File: src/rtl/cplm_pkg.sv
// ----------------------------------------------------------------------------
// CPU load monitor package
// Shared types, action codes and state encoding of the CPU load monitor.
// ----------------------------------------------------------------------------
package cplm_pkg;

  // Default width of the idle count that takes part in the arithmetic
  localparam int unsigned CPLM_COUNT_WIDTH = 32;

  // Percentage scale and the quotient width it implies (quotients stay at or below 100)
  localparam int unsigned PCT_SCALE = 100;
  localparam int unsigned QUO_W     = 7;
  localparam int unsigned DIV_STEPS = QUO_W;
  localparam int unsigned STEP_W    = $clog2(DIV_STEPS);
  localparam int unsigned TTH_W     = 14;

  typedef enum logic [1:0] {
    ACT_SAMPLE    = 2'd0,
    ACT_READ_CUR  = 2'd1,
    ACT_READ_PEAK = 2'd2,
    ACT_SET_EN    = 2'd3
  } cplm_action_t;

  typedef enum logic [2:0] {
    ST_IDLE,
    ST_MUL1,
    ST_DIV1,
    ST_MUL2,
    ST_DIV2,
    ST_PEAK
  } cplm_state_t;

  typedef struct packed {
    cplm_action_t action;
    logic [31:0]  idle_count;
    logic         enable_value;
  } cplm_in_t;

  typedef struct packed {
    logic [QUO_W-1:0] usage_whole;
    logic [QUO_W-1:0] usage_hundredths;
    logic [TTH_W-1:0] usage_ten_thousandths;
  } cplm_out_t;

  // Combine whole and hundredths into ten-thousandths
  function automatic logic [TTH_W-1:0] ten_thousandths(input logic [QUO_W-1:0] whole,
                                                        input logic [QUO_W-1:0] hund);
    return TTH_W'(whole) * TTH_W'(PCT_SCALE) + TTH_W'(hund);
  endfunction

endpackage

File: src/rtl/cpu_load_percent_monitor.sv
// ----------------------------------------------------------------------------
// CPU load percent monitor
// Turns per-window idle counts into a load percentage with peak hold.
// ----------------------------------------------------------------------------
// Each input transaction carries an action: a window sample with its idle
// count, a read of the current load, a read of the peak (which rearms the
// peak hold) or an enable change. The first sample seen while the reference is
// zero becomes the full-idle reference. With statistics enabled, a sample
// below the reference gives load = (ref - count) * 100 / ref as whole percent
// plus two decimals, worked out by one shared 7-step restoring divider that
// is used twice; a sample at or above the reference replaces it and reads as
// 100.00. A sample that needs division passes a multiply-by-100 state and a
// divide pass twice, then a peak-update state; one without division goes
// straight to peak update; reads and enable changes are handled on acceptance
// without leaving idle. The divider gives one quotient bit per cycle.
// The input is not ready while a sample is in work, and no transaction is
// taken while a previous result sits unaccepted on the output register. Writing
// the config register loads the enable state directly; write it only while idle.
// ----------------------------------------------------------------------------
module cpu_load_percent_monitor #(
  parameter int unsigned COUNT_WIDTH = cplm_pkg::CPLM_COUNT_WIDTH
) (
  input  logic                clk,
  input  logic                rst_n,
  input  logic                in_valid,
  output logic                in_ready,
  input  cplm_pkg::cplm_in_t  in_data,
  output logic                out_valid,
  input  logic                out_ready,
  output cplm_pkg::cplm_out_t out_data,
  input  logic                cfg_wr_en,
  input  logic                cfg_wr_data
);
  import cplm_pkg::*;

  localparam int unsigned PROD_W = COUNT_WIDTH + QUO_W;

  cplm_state_t             state_r, state_nxt;

  // Calibration reference and statistics state
  logic [COUNT_WIDTH-1:0]  ref_r;
  logic [QUO_W-1:0]        cur_whole_r, cur_hund_r;
  logic [QUO_W-1:0]        peak_whole_r, peak_hund_r;
  logic                    armed_r;
  logic                    en_r;
  logic                    out_valid_r;

  // Shared divider datapath
  logic [COUNT_WIDTH-1:0]  rem_r;
  logic [QUO_W-1:0]        lo_r;
  logic [QUO_W-1:0]        quo_r;
  logic [STEP_W-1:0]       step_r;
  cplm_out_t               out_data_r;

  logic                    in_fire;
  logic [COUNT_WIDTH-1:0]  count;
  logic [COUNT_WIDTH-1:0]  ref_eff;
  logic                    need_div;
  logic [PROD_W-1:0]       prod;
  logic [COUNT_WIDTH:0]    trial;
  logic [COUNT_WIDTH:0]    diff;
  logic                    fits;
  logic [COUNT_WIDTH-1:0]  rem_step;
  logic [QUO_W-1:0]        q_next;
  logic                    last_step;
  logic                    new_peak;

  // Take a new transaction only when idle and the output register can hold a result
  assign in_ready  = (state_r == ST_IDLE) && (!out_valid_r || out_ready);
  assign in_fire   = in_valid && in_ready;
  assign out_valid = out_valid_r;
  assign out_data  = out_data_r;

  // Only the low COUNT_WIDTH bits of the count matter
  assign count    = in_data.idle_count[COUNT_WIDTH-1:0];
  // An uncalibrated monitor adopts this count as reference first
  assign ref_eff  = (ref_r == '0) ? count : ref_r;
  assign need_div = count < ref_eff;

  // Scale by 100; the quotient is below 128, so the top part starts below ref
  assign prod = PROD_W'(rem_r) * PROD_W'(PCT_SCALE);

  // One restoring-divide step: bring in the next dividend bit, subtract if it fits
  assign trial     = {rem_r, lo_r[QUO_W-1]};
  assign fits      = trial >= {1'b0, ref_r};
  assign diff      = trial - {1'b0, ref_r};
  assign rem_step  = fits ? diff[COUNT_WIDTH-1:0] : trial[COUNT_WIDTH-1:0];
  assign q_next    = {quo_r[QUO_W-2:0], fits};
  assign last_step = step_r == STEP_W'(DIV_STEPS - 1);

  // Hundredths stay below 100, so the concatenation orders like the value
  assign new_peak = !armed_r || ({cur_whole_r, cur_hund_r} > {peak_whole_r, peak_hund_r});

  always_ff @(posedge clk) begin
    if (!rst_n) begin
      state_r <= ST_IDLE;
    end else begin
      state_r <= state_nxt;
    end
  end

  always_comb begin
    state_nxt = state_r;
    unique case (state_r)
      ST_IDLE: begin
        if (in_fire && in_data.action == ACT_SAMPLE && en_r) begin
          state_nxt = need_div ? ST_MUL1 : ST_PEAK;
        end
      end
      ST_MUL1: state_nxt = ST_DIV1;
      ST_DIV1: begin
        if (last_step) begin
          state_nxt = ST_MUL2;
        end
      end
      ST_MUL2: state_nxt = ST_DIV2;
      ST_DIV2: begin
        if (last_step) begin
          state_nxt = ST_PEAK;
        end
      end
      ST_PEAK: state_nxt = ST_IDLE;
      default: state_nxt = ST_IDLE;
    endcase
  end

  // Control and statistics state
  always_ff @(posedge clk) begin
    if (!rst_n) begin
      ref_r        <= '0;
      cur_whole_r  <= '0;
      cur_hund_r   <= '0;
      peak_whole_r <= '0;
      peak_hund_r  <= '0;
      armed_r      <= 1'b0;
      en_r         <= 1'b1;
      out_valid_r  <= 1'b0;
    end else begin
      // Raise valid for an accepted read, drop it once the result is taken
      if (in_fire && (in_data.action inside {ACT_READ_CUR, ACT_READ_PEAK})) begin
        out_valid_r <= 1'b1;
      end else if (out_ready) begin
        out_valid_r <= 1'b0;
      end
      if (cfg_wr_en) begin
        en_r <= cfg_wr_data;
      end
      case (state_r)
        ST_IDLE: begin
          if (in_fire) begin
            case (in_data.action) inside
              ACT_SAMPLE: begin
                // Calibrate on an empty reference; when enabled, a count at or
                // above the reference becomes the new reference and saturates
                if (ref_r == '0 || (en_r && !need_div)) begin
                  ref_r <= count;
                end
                if (en_r && !need_div) begin
                  cur_whole_r <= QUO_W'(PCT_SCALE);
                  cur_hund_r  <= '0;
                end
              end
              ACT_READ_CUR, ACT_READ_PEAK: begin
                if (in_data.action == ACT_READ_PEAK) begin
                  armed_r <= 1'b0;
                end
              end
              ACT_SET_EN: begin
                en_r <= in_data.enable_value;
                if (!in_data.enable_value) begin
                  cur_whole_r  <= '0;
                  cur_hund_r   <= '0;
                  peak_whole_r <= '0;
                  peak_hund_r  <= '0;
                end
              end
              default: ;
            endcase
          end
        end
        ST_DIV1: begin
          if (last_step) begin
            cur_whole_r <= q_next;
          end
        end
        ST_DIV2: begin
          if (last_step) begin
            cur_hund_r <= q_next;
          end
        end
        ST_PEAK: begin
          if (new_peak) begin
            armed_r      <= 1'b1;
            peak_whole_r <= cur_whole_r;
            peak_hund_r  <= cur_hund_r;
          end
        end
        default: ;
      endcase
    end
  end

  // Divider datapath and output payload
  always_ff @(posedge clk) begin
    case (state_r) inside
      ST_IDLE: begin
        if (in_fire) begin
          // Busy share feeds the first scale-and-divide pass
          rem_r <= ref_eff - count;
          if (in_data.action == ACT_READ_CUR) begin
            out_data_r.usage_whole           <= cur_whole_r;
            out_data_r.usage_hundredths      <= cur_hund_r;
            out_data_r.usage_ten_thousandths <= ten_thousandths(cur_whole_r, cur_hund_r);
          end else if (in_data.action == ACT_READ_PEAK) begin
            out_data_r.usage_whole           <= peak_whole_r;
            out_data_r.usage_hundredths      <= peak_hund_r;
            out_data_r.usage_ten_thousandths <= ten_thousandths(peak_whole_r, peak_hund_r);
          end
        end
      end
      ST_MUL1, ST_MUL2: begin
        rem_r  <= prod[PROD_W-1:QUO_W];
        lo_r   <= prod[QUO_W-1:0];
        step_r <= '0;
      end
      ST_DIV1, ST_DIV2: begin
        rem_r  <= rem_step;
        lo_r   <= {lo_r[QUO_W-2:0], 1'b0};
        quo_r  <= q_next;
        step_r <= step_r + STEP_W'(1);
      end
      default: ;
    endcase
  end

endmodule

File: config.mk
export PLATFORM = sky130hd
export DESIGN_NAME = cpu_load_percent_monitor
export DESIGN_NICKNAME = d
export VERILOG_FILES = /design/src/rtl/cplm_pkg.sv /design/src/rtl/cpu_load_percent_monitor.sv
export SDC_FILE = /design/constraint.sdc
export NUM_CORES = 1
export LEC_CHECK = 0
export BUFFER_PORTS_ARGS = -buffer_cell sky130_fd_sc_hd__buf_2
export CORE_MARGIN = 5
export CORE_UTILIZATION = 45
export CTS_CLUSTER_DIAMETER = 120
export CTS_CLUSTER_SIZE = 20
export DETAILED_ROUTE_END_ITERATION = 7
export GPL_ROUTABILITY_DRIVEN = 0
export PLACE_DENSITY_LB_ADDON = 0.08
export SYNTH_ARGS = -nofsm -noshare
export SYNTH_HDL_FRONTEND = slang
export SYNTH_SLANG_ARGS = --single-unit
File: constraint.sdc
create_clock -name clk -period 5.24 [get_ports clk]
set_input_delay 1.048 -clock clk [delete_from_list [all_inputs] [get_ports clk]]
set_output_delay 1.048 -clock clk [all_outputs]
set_load 0.005 [all_outputs]
==> results.txt <==
Critical path capture point type: register
Maximum number of pins on one net before global-route repair: 100
Share of synthesized flip-flops with an asynchronous set or reset: 0%
Class of the worst hold path: reg2reg
Unique masters post-synth: 68
Unrepaired setup endpoints after global routing: false
Diodes inserted: 0
Core area: 33,700 um2
Worst clock skew: 14.7 ps
Complex-gate fraction of the synthesized area: 20.5%
Number of maximum-capacitance violations: 0
Longest individual stage delay on the worst path: 580 ps
Number of DRC violations after detailed-routing iteration 0: 845
Via density per instance: 5.58
Number of antenna violations at the first check in global routing: 0
Number of global-route vias before repair: 12,900
Share of cells above drive strength 1: 7.19%
Number of buffers added by the clock tree synthesis step: 17
Horizontal die dimension: 195 um
Start point of the worst hold path: peak_hund_r[1]
Total gr overflow: 0
Clock slew at reported path FFs: 70 ps
DP HPWL: 34,700 um
Number of routed nets with antenna violations: 0
Top post-synthesis cells by area: sky130_fd_sc_hd__ha_1 20%, sky130_fd_sc_hd__edfxtp_1 14%, sky130_fd_sc_hd__dfxtp_1 8.6%
Largest fanout on the critical path: 21
Syn nets: 2,251
Shortest clock period the worst path allows after layout: 4810 ps
Adder and majority gate portion of the synthesized area: 24.4%
CP Launch Type: register
Library cell used as clock root buffer: sky130_fd_sc_hd__clkbuf_16
Hold violation count in the final report: 0
Overall die area: 38,100 um2
Effective utilization at floorplan: 45.8%
Cell taking the most area after synthesis: sky130_fd_sc_hd__ha_1
Die outline height: 195 um
Worst Reg-to-Reg Cells: 18
Simple logic cell fraction of the synthesized area: 16.2%
Wire length of the first global-routing pass: 69,600 um
# placed instances: 2,391
Number of optimization iterations in the first detailed-route pass: 5
Top-level port count: 71
Transition time of the tightest slew-check pin: 1180 ps
Clock sink count: 138
Portion of netlist area occupied by mux cells: 1.57%
Type of the worst setup path: reg2reg
Syn Std Cell Area: 15,400 um2
CP bufs+invs: 2
Tightest slew margin relative to the limit: 20.7%
Post-CTS Resized: 0
Remaining DRCs: 0
Critical R2R Capture: rem_r[27]
Worst reg2reg startpoint: ref_r[21]
Number of register bits inferred by synthesis: 138
Fillers: 3,323
Cells after synthesis: 1,930
CTS tree: built
Sum of routed wire length over all layers: 43,300 um
Via count: 13,500
Insertion delay of the later-clocked pin in the worst-skew pair: 440 ps
Number of port buffers: 70
Overall fraction of global-route tracks in use: 22.5%
Cell breakdown of the critical path: nor4_1, nand4_1, nor2_2, buf_4, nand2_1, nand2_1, ha_1, a21oi_1, and3b_1, nand2b_1, o21ai_0, buf_4, a21oi_1, o22ai_1, o21ai_0, xor2_1, nor2_1, a221oi_1
Critical Path RT: 5410 ps
Run status: finished clean
Most frequent cell after synthesis: sky130_fd_sc_hd__inv_1
Worst reg-to-reg setup slack: 430 ps
Sequential-to-total area share from yosys stat: 22.6%
Commonest cells in the netlist: 256 x sky130_fd_sc_hd__inv_1, 245 x sky130_fd_sc_hd__ha_1, 214 x sky130_fd_sc_hd__nand2_1, 134 x sky130_fd_sc_hd__a21oi_1, 127 x sky130_fd_sc_hd__o21ai_0
Share of the cycle needed by the critical path after routing: 91.8%
Max Root-Sink Buffers: 2
XOR/XNOR share of the synthesized area: 6.42%
Largest delay share family, worst path: simple AND/OR/NAND/NOR gates
Setup Total Neg Slack: 0 ps
Main synth FF type: sky130_fd_sc_hd__edfxtp_1
Area fraction of the dominant cell type after synthesis: 19.9%
Routed WL per cell: 17.9 um
Mean Syn Cell Area: 7.99 um2
CP max-delay cell: sky130_fd_sc_hd__nor4_1
Number of max-slew violations in the final report: 0
Combinational family with the most area after synthesis: adder cells
Number of buffers inserted by hold repair at cts: 0
Area delta synth->final: 8.49%
Count of standard-cell rows: 67
Number of enable flip-flop cells after synthesis: 72
Total Nets Final: 2,283
Hold path depth: 2
CTS H-tree lvls: 4
Cell Count, Final, Fillers Out: 2,423
Count of synthesis-stage warnings from yosys: 0
Timing-limited maximum frequency: 208 MHz
Post-CTS Setup Repair Bufs: 0
Data arrival time of the critical path: 4980 ps
Crit path from: ref_r[21]
Worst hold path endpoint: peak_hund_r[1]
Final setup viols: 0
==> layout by cell type, fill, tap and decap left out, types with 12 or more instances in the layout <==
| cell type | count |
|---|---|
| sky130_fd_sc_hd__inv_1 | 256 |
| sky130_fd_sc_hd__ha_1 | 245 |
| sky130_fd_sc_hd__nand2_1 | 214 |
| sky130_fd_sc_hd__a21oi_1 | 133 |
| sky130_fd_sc_hd__o21ai_0 | 127 |
| sky130_fd_sc_hd__nor2_1 | 95 |
| sky130_fd_sc_hd__nand3_1 | 86 |
| sky130_fd_sc_hd__edfxtp_1 | 72 |
| sky130_fd_sc_hd__xnor2_1 | 69 |
| sky130_fd_sc_hd__buf_2 | 69 |
| sky130_fd_sc_hd__dfxtp_1 | 66 |
| sky130_fd_sc_hd__a21o_1 | 54 |
| sky130_fd_sc_hd__xor2_1 | 44 |
| sky130_fd_sc_hd__fa_1 | 35 |
| sky130_fd_sc_hd__a211oi_1 | 31 |
| sky130_fd_sc_hd__nor2b_1 | 25 |
| sky130_fd_sc_hd__o31ai_1 | 22 |
| sky130_fd_sc_hd__mux2i_1 | 22 |
| sky130_fd_sc_hd__nand4_1 | 21 |
| sky130_fd_sc_hd__nor3_1 | 18 |
| sky130_fd_sc_hd__o21bai_1 | 18 |
| sky130_fd_sc_hd__clkbuf_16 | 18 |
| sky130_fd_sc_hd__nand2b_1 | 17 |
| sky130_fd_sc_hd__o22ai_1 | 17 |
| sky130_fd_sc_hd__o211ai_1 | 16 |
| sky130_fd_sc_hd__buf_4 | 16 |
| sky130_fd_sc_hd__a31oi_1 | 15 |
| sky130_fd_sc_hd__o21a_1 | 13 |
| sky130_fd_sc_hd__nor4_1 | 12 |
==> kinds of logic after synthesis <==
family          Yosys count
simple gates            539
compound gates          505
buf+inv                 331
fa+ha+maj               280
flops                   138
xor+xnor                113
mux                      24
==> cell type report <==
class	count	area, um2	area share [%]
clock inverters	13	108	0.643
flip-flops and latches	138	3480	20.8
inverters	258	968	5.79
repair buffers	86	485	2.90
well taps	448	561	3.35
clock buffers	19	454	2.71
multi-input cells	1461	10700	63.8
==> registers in the layout, indices dropped and copies added (netlist names), 5 cells and up <==
name,flops
peak_whole_r,7
quo_r,6
peak_hund_r,7
lo_r,5
cur_whole_r,7
out_data,26
ref_r,32
cur_hund_r,7
rem_r,32
==> worst register-to-register path: stages (launching register included) <==
cell                       delay, ps
sky130_fd_sc_hd__dfxtp_1         340
sky130_fd_sc_hd__nor4_1          580
sky130_fd_sc_hd__nand4_1         250
sky130_fd_sc_hd__nor2_2          350
sky130_fd_sc_hd__buf_4           330
sky130_fd_sc_hd__nand2_1          80
sky130_fd_sc_hd__nand2_1          70
sky130_fd_sc_hd__ha_1            290
sky130_fd_sc_hd__a21oi_1         300
sky130_fd_sc_hd__and3b_1         260
sky130_fd_sc_hd__nand2b_1         80
sky130_fd_sc_hd__o21ai_0         370
sky130_fd_sc_hd__buf_4           200
sky130_fd_sc_hd__a21oi_1          60
sky130_fd_sc_hd__o22ai_1         280
sky130_fd_sc_hd__o21ai_0         160
sky130_fd_sc_hd__xor2_1          170
sky130_fd_sc_hd__nor2_1          260
sky130_fd_sc_hd__a221oi_1        100
==> worst max-delay path by stage <==
stage / end / slack (ps) / cells past startpoint
floorplan: rem_r[28] / 1090 / 16
global placement: rem_r[27] / 390 / 18
detailed placement: rem_r[27] / 420 / 18
CTS: rem_r[27] / 390 / 18
global route: rem_r[27] / 100 / 18
finish: rem_r[27] / 430 / 18
==> per-layer routing <==
layer	GRT usage [%]	share of wire [%]	vias up
met5	0	0	-
met4	5.12	1.7	0
met3	2.53	4.4	47
met2	37.2	46	308
met1	31.7	48	6327
li1	-	-	6844
==> stage by stage <==
| step | utilization, % | cell area, um2 | worst slack (ps) | hold WS (ps) |
|---|---|---|---|---|
| after floorplan | - | 15400 | 1090 | 435 |
| after global placement | 48.0 | 16200 | 391 | 445 |
| after detailed placement | 48.0 | 16200 | 419 | 460 |
| after CTS | 49.7 | 16700 | 392 | 469 |
| after global routing | 49.7 | 16700 | 99.8 | 499 |
| final | 49.7 | 16700 | 429 | 465 |
Power is left out: the tool's default activity adds up to more than one toggle a clock period on the data nets, which glitch-free logic cannot reach.
